$ cat src/flpte_pkg.sv
`timescale 1ns / 1ps
// Shared types, codes and sizes for the four-level page table engine.
package flpte_pkg;

  // Table store geometry
  localparam int TABLE_FRAMES = 16;
  localparam int IDX_W        = 9;
  localparam int FRAME_W      = (TABLE_FRAMES > 1) ? $clog2(TABLE_FRAMES) : 1;
  localparam int CNT_W        = $clog2(TABLE_FRAMES + 1);
  localparam int ADDR_W       = FRAME_W + IDX_W;
  localparam int STORE_DEPTH  = TABLE_FRAMES * (1 << IDX_W);

  // Field widths
  localparam int VA_W    = 48;
  localparam int PA_W    = 52;
  localparam int FLAGS_W = 12;
  localparam int ENTRY_W = 64;
  localparam int PFN_W   = PA_W - 12;
  localparam int IN_W    = 120;
  localparam int OUT_W   = 56;

  // Entry flag bits
  localparam int BIT_PRESENT = 0;
  localparam int BIT_USER    = 2;

  // Walk level of the leaf table (levels 0..2 are PML4, PDPT, PD)
  localparam logic [1:0] LVL_LEAF = 2'd3;

  typedef enum logic [1:0] {
    REQ_MAP   = 2'd0,
    REQ_UNMAP = 2'd1,
    REQ_XLATE = 2'd2,
    REQ_NONE  = 2'd3
  } req_t;

  typedef enum logic [1:0] {
    ST_OK         = 2'd0,
    ST_NOT_MAPPED = 2'd1,
    ST_NO_FRAMES  = 2'd2,
    ST_RSVD       = 2'd3
  } status_t;

  typedef enum logic [2:0] {
    WR_NONE,
    WR_CLEAR,   // zero one entry of the frame being swept
    WR_LINK,    // point a table entry at the newly allocated frame
    WR_LEAF,    // write the leaf entry for a map
    WR_UNLEAF   // clear the leaf entry for an unmap
  } wr_op_t;

  typedef enum logic [2:0] {
    S_INIT,
    S_IDLE,
    S_READ,
    S_EVAL,
    S_FILL,
    S_LINK,
    S_DONE
  } state_t;

  typedef struct packed {
    logic       load_req;
    logic       mem_rd;
    wr_op_t     wr_op;
    logic       follow;
    logic       alloc;
    logic [1:0] level;
    logic       finish;
    status_t    status;
  } dp_cmd_t;

  typedef struct packed {
    req_t req;
    logic entry_present;
    logic frame_ok;
    logic frames_left;
    logic sweep_last;
    logic out_free;
  } dp_sts_t;

endpackage

$ cat src/flpte_ctrl.sv
`timescale 1ns / 1ps
// Controller: sequences the walk, frame allocation sweeps and result hand-off.
module flpte_ctrl
  import flpte_pkg::*;
(
  input  logic    clk,
  input  logic    rst_n,
  input  logic    in_tvalid,
  output logic    in_tready,
  input  dp_sts_t sts,
  output dp_cmd_t cmd
);

  state_t     state_r, state_nxt;
  logic [1:0] level_r, level_nxt;
  status_t    status_r, status_nxt;

  always_ff @(posedge clk) begin
    if (!rst_n) begin
      state_r  <= S_INIT;
      level_r  <= '0;
      status_r <= ST_OK;
    end else begin
      state_r  <= state_nxt;
      level_r  <= level_nxt;
      status_r <= status_nxt;
    end
  end

  always_comb begin
    state_nxt    = state_r;
    level_nxt    = level_r;
    status_nxt   = status_r;
    in_tready    = 1'b0;
    cmd          = '0;
    cmd.wr_op    = WR_NONE;
    cmd.level    = level_r;
    cmd.status   = status_r;
    case (state_r)
      S_INIT: begin
        cmd.wr_op = WR_CLEAR;
        if (sts.sweep_last) begin
          state_nxt = S_IDLE;
        end
      end
      S_IDLE: begin
        in_tready = 1'b1;
        if (in_tvalid) begin
          cmd.load_req = 1'b1;
          level_nxt    = '0;
          status_nxt   = ST_OK;
          state_nxt    = S_READ;
        end
      end
      S_READ: begin
        if (sts.req == REQ_NONE) begin
          state_nxt = S_DONE;
        end else if (level_r == LVL_LEAF && sts.req == REQ_MAP) begin
          cmd.wr_op = WR_LEAF;
          state_nxt = S_DONE;
        end else if (level_r == LVL_LEAF && sts.req == REQ_UNMAP) begin
          cmd.wr_op = WR_UNLEAF;
          state_nxt = S_DONE;
        end else begin
          cmd.mem_rd = 1'b1;
          state_nxt  = S_EVAL;
        end
      end
      S_EVAL: begin
        if (level_r == LVL_LEAF) begin
          status_nxt = sts.entry_present ? ST_OK : ST_NOT_MAPPED;
          state_nxt  = S_DONE;
        end else if (sts.entry_present) begin
          if (sts.frame_ok) begin
            cmd.follow = 1'b1;
            level_nxt  = level_r + 2'd1;
            state_nxt  = S_READ;
          end else begin
            status_nxt = ST_NOT_MAPPED;
            state_nxt  = S_DONE;
          end
        end else if (sts.req == REQ_MAP) begin
          if (sts.frames_left) begin
            cmd.alloc = 1'b1;
            state_nxt = S_FILL;
          end else begin
            status_nxt = ST_NO_FRAMES;
            state_nxt  = S_DONE;
          end
        end else begin
          status_nxt = ST_NOT_MAPPED;
          state_nxt  = S_DONE;
        end
      end
      S_FILL: begin
        cmd.wr_op = WR_CLEAR;
        if (sts.sweep_last) begin
          state_nxt = S_LINK;
        end
      end
      S_LINK: begin
        cmd.wr_op = WR_LINK;
        level_nxt = level_r + 2'd1;
        state_nxt = S_READ;
      end
      S_DONE: begin
        if (sts.out_free) begin
          cmd.finish = 1'b1;
          state_nxt  = S_IDLE;
        end
      end
      default: begin
        state_nxt = S_IDLE;
      end
    endcase
  end

  a_eval_after_read: assert property (@(posedge clk) disable iff (!rst_n)
    state_r == S_EVAL |-> $past(state_r) == S_READ)
    else $error("entry evaluated without a preceding read");

  a_fill_to_link: assert property (@(posedge clk) disable iff (!rst_n)
    state_r == S_FILL && sts.sweep_last |=> state_r == S_LINK)
    else $error("new frame sweep did not end in a link write");

  a_leaf_only_map: assert property (@(posedge clk) disable iff (!rst_n)
    cmd.wr_op == WR_LEAF |-> level_r == LVL_LEAF && sts.req == REQ_MAP)
    else $error("leaf written outside a map at the leaf level");

endmodule
$ cat config.mk
export PLATFORM = sky130hd
export DESIGN_NAME = flpte_ctrl
export DESIGN_NICKNAME = d
export VERILOG_FILES = /design/src/flpte_pkg.sv /design/src/flpte_ctrl.sv
export SDC_FILE = /design/constraint.sdc
export NUM_CORES = 1
export LEC_CHECK = 0
export BUFFER_PORTS_ARGS = -buffer_cell sky130_fd_sc_hd__buf_2
export CAP_MARGIN = 20
export CORE_MARGIN = 2
export CORE_UTILIZATION = 35
export DETAILED_ROUTE_END_ITERATION = 12
export GPL_ROUTABILITY_DRIVEN = 1
export HOLD_SLACK_MARGIN = 0.1
export PLACE_DENSITY = 0.57
export SLEW_MARGIN = 20
export SYNTH_ARGS = -nofsm -noshare
export SYNTH_HDL_FRONTEND = slang
export SYNTH_SLANG_ARGS = --single-unit
$ cat constraint.sdc
create_clock -name clk -period 2.16 [get_ports clk]
set_input_delay 0.216 -clock clk [delete_from_list [all_inputs] [get_ports clk]]
set_output_delay 0.216 -clock clk [all_outputs]
set_load 0.02 [all_outputs]
==> reports/results.ini <==
[synth]
avgSynthCellArea_sq_um = 7.828
netlist.area_leader.share = 0.2295
synthCells = 78
yosysSeqAreaShare = 0.2295
synth_top_area_cell = dfxtp_1
syn_area_sq_um = 610.6
synth_warnings = 0
yosysUniqueCellTypes = 40
syn_nets = 89
synth_area_leaders = dfxtp_1 (23%), nor2_1 (4.9%), a21oi_1 (4.1%)
synth-edff-count = 0
synth-seq-cells = 7
synthFlopType = dfxtp_1
ys_async_sr_fraction = 0

[detailed_routing]
wl_per_cell_microns = 12.46
dr.pass1.iters = 4
viasPerCell = 5.538
ant_nets = 0
wl_mm = 1.483
drc = 0
wl_met3_microns = 52
drt_iter0_drc = 7
vias = 659
top_layer_used = met3
dr_wl_met2_microns = 693
wl_met1_microns = 737

[placed_design]
pre_cts_slack_ns = 0.3562
gp_congestion = 0.7483
dp_hpwl_mm = 1.187
portBuffers = 22

[clocking]
clkSlewWorstSetupHoldPaths_ns = 0.06
insertion_delay_ns = 0.26
cts_root_buf = clkbuf_4
cts_buffer_depth = 2
cts_tree = done
cts_num_sinks = 7
cts_max_level = 1
cts_buffers = 3
post_cts_buffers = 0

[floorplanning]
rows = 15
die_w_microns = 45.77
io_pins = 23
core-area_sq_um = 1689
start_util = 0.3615
dieArea_sq_um = 2094
die_h_microns = 45.77

[sta]
slew_headroom = 0.7170
drv_slew = 0
finalClockSkew_ns = 0.009949
finalSetupTns_ns = 0
hold_violations = 0
min_period_ns = 1.992
timing.final.crit_share = 0.9222
worst_slew_pin_slew_ns = 0.4239
rsz0062_at_grt = no
fin_ws_ns = 0.1681
fmax_ghz = 0.5020
setup_viol_count_final = 0

[power]
p_leak_nw = 0.3445
power_density_nw_per_um2 = 673.0
ir_worst_vdd_uv = 323.5

[global_routing]
antenna_found_initial = 0
grt-ovfl-total = 0
grt_max_degree = 13
grt_pass1_vias = 521
grt_pass1_wl_mm = 2.332
grt_usage = 0.1555

[setup_path]
reg2reg_setup_slack_ns = 0.50
critical_path_class = flip-flop to primary output
path_max_fanout = 8
cp.arrival_ns = 1.78
required_ns = 1.94
cp-start-kind = flip-flop
end_kind = primary output

[min_path]
hp-class = input pin to flip-flop

[cells_and_area]
layout-drive-gt1-share = 0.3333
num-fill-cells = 183
nNetsFinal = 114
syn2layout_area_growth_pct = 26.02
antenna_cells = 0

[run]
maxCapViolations = 0

[status]
status = complete, no violations

==> worst max-delay path: stages (launching register included) <==
cell and delay, ns:
dfxtp_1 0.34, ha_1 0.31, nor4_2 0.39, nand3_1 0.18, nor2_1 0.13, buf_2 0.17
==> cell usage in the layout (no fill, tap or decap), types with 2 or more instances in the layout <==
master	n
a21oi_1	5
o21ai_1	4
nor2_1	8
o21ai_0	2
clkbuf_4	3
o211ai_1	2
buf_4	3
inv_1	3
buf_2	22
nand2b_1	3
nand3_1	4
nand2_1	4
nor2b_1	2
nor3_1	3
dfxtp_1	7
==> flip-flops by register name, summed over array words and instances, names as in the netlist <==
register and count:
state_r 3, level_r 2, status_r 2
==> stage by stage <==
stage | area (sq um) | cells | power, mW | utilization | hold slack (ns)
2_1_floorplan | 610.6 | 78 | 0.3368 | - | 0.3571
3_3_place_gp | 737.0 | 115 | 0.3999 | 0.4363 | 0.4543
3_5_place_dp | 737.0 | 115 | 0.3991 | 0.4363 | 0.4658
4_1_cts | 763.2 | 119 | 0.5244 | 0.4519 | 0.2262
5_1_grt | 769.5 | 119 | 0.5588 | 0.4556 | 0.2414
6_report | 769.5 | 119 | 0.5179 | 0.4556 | 0.2360
==> cell families (layout without fill, tap and decap cells) <==
logic type,after synthesis,count (layout),synth area share
compound gates,22,22,0.2439
buf+inv,8,32,0.06353
fa+ha+maj,1,1,0.02049
simple gates,38,38,0.4099
flops,7,7,0.2295
xor+xnor,1,1,0.01435
mux,1,1,0.01844
==> Yosys cell counts (2+ instances only) <==
library cell,instances
o21ai_0,2
dfxtp_1,7
a21oi_1,5
buf_2,4
nand2_1,4
nor2_1,8
inv_1,3
nand2b_1,3
nor2b_1,2
o21ai_1,4
nor3_1,3
o211ai_1,2
nand3_1,4
==> power breakdown <==
group          switching, mW  total, mW  internal [mW]
clock                 0.0510      0.122         0.0707
combinational          0.121      0.215         0.0940
sequential            0.0340      0.181          0.147
total                  0.206      0.518          0.312
==> layout make-up <==
| cell class | count | area [sq um] | area share |
|---|---|---|---|
| Multi-Input combinational cell | 63 | 437.9 | 0.5691 |
| Clock buffer | 4 | 26.28 | 0.03415 |
| Inverter | 3 | 11.26 | 0.01463 |
| Sequential cell | 7 | 140.1 | 0.1821 |
| Tap cell | 17 | 21.27 | 0.02764 |
| Timing Repair Buffer | 25 | 132.6 | 0.1724 |
==> layer usage <==
| metal | vias up | GRT usage |
|---|---|---|
| li1 | 343 | - |
| met1 | 302 | 0.2177 |
| met2 | 14 | 0.2338 |
| met3 | 0 | 0.05952 |
| met4 | 0 | 0.01714 |
| met5 | - | 0 |
==> timing repair <==
action | 4_1_cts | 5_1_grt
endpoints found under the hold margin | 0 | 0
hold buffers | 0 | 0
endpoints found under the setup margin | 0 | 1
gates resized for setup | 0 | 1
==> worst paths after layout <==
check / to / cells after the start / startpoint
worst max-delay path: cmd[5] / 5 / level_r[0]
worst min-delay path: level_r[1] / 3 / rst_n
worst max register to register: status_r[0] / 5 / level_r[0]
worst min register to register: status_r[0] / 2 / status_r[0]
Note: power is estimated with default switching activity, not from simulation.
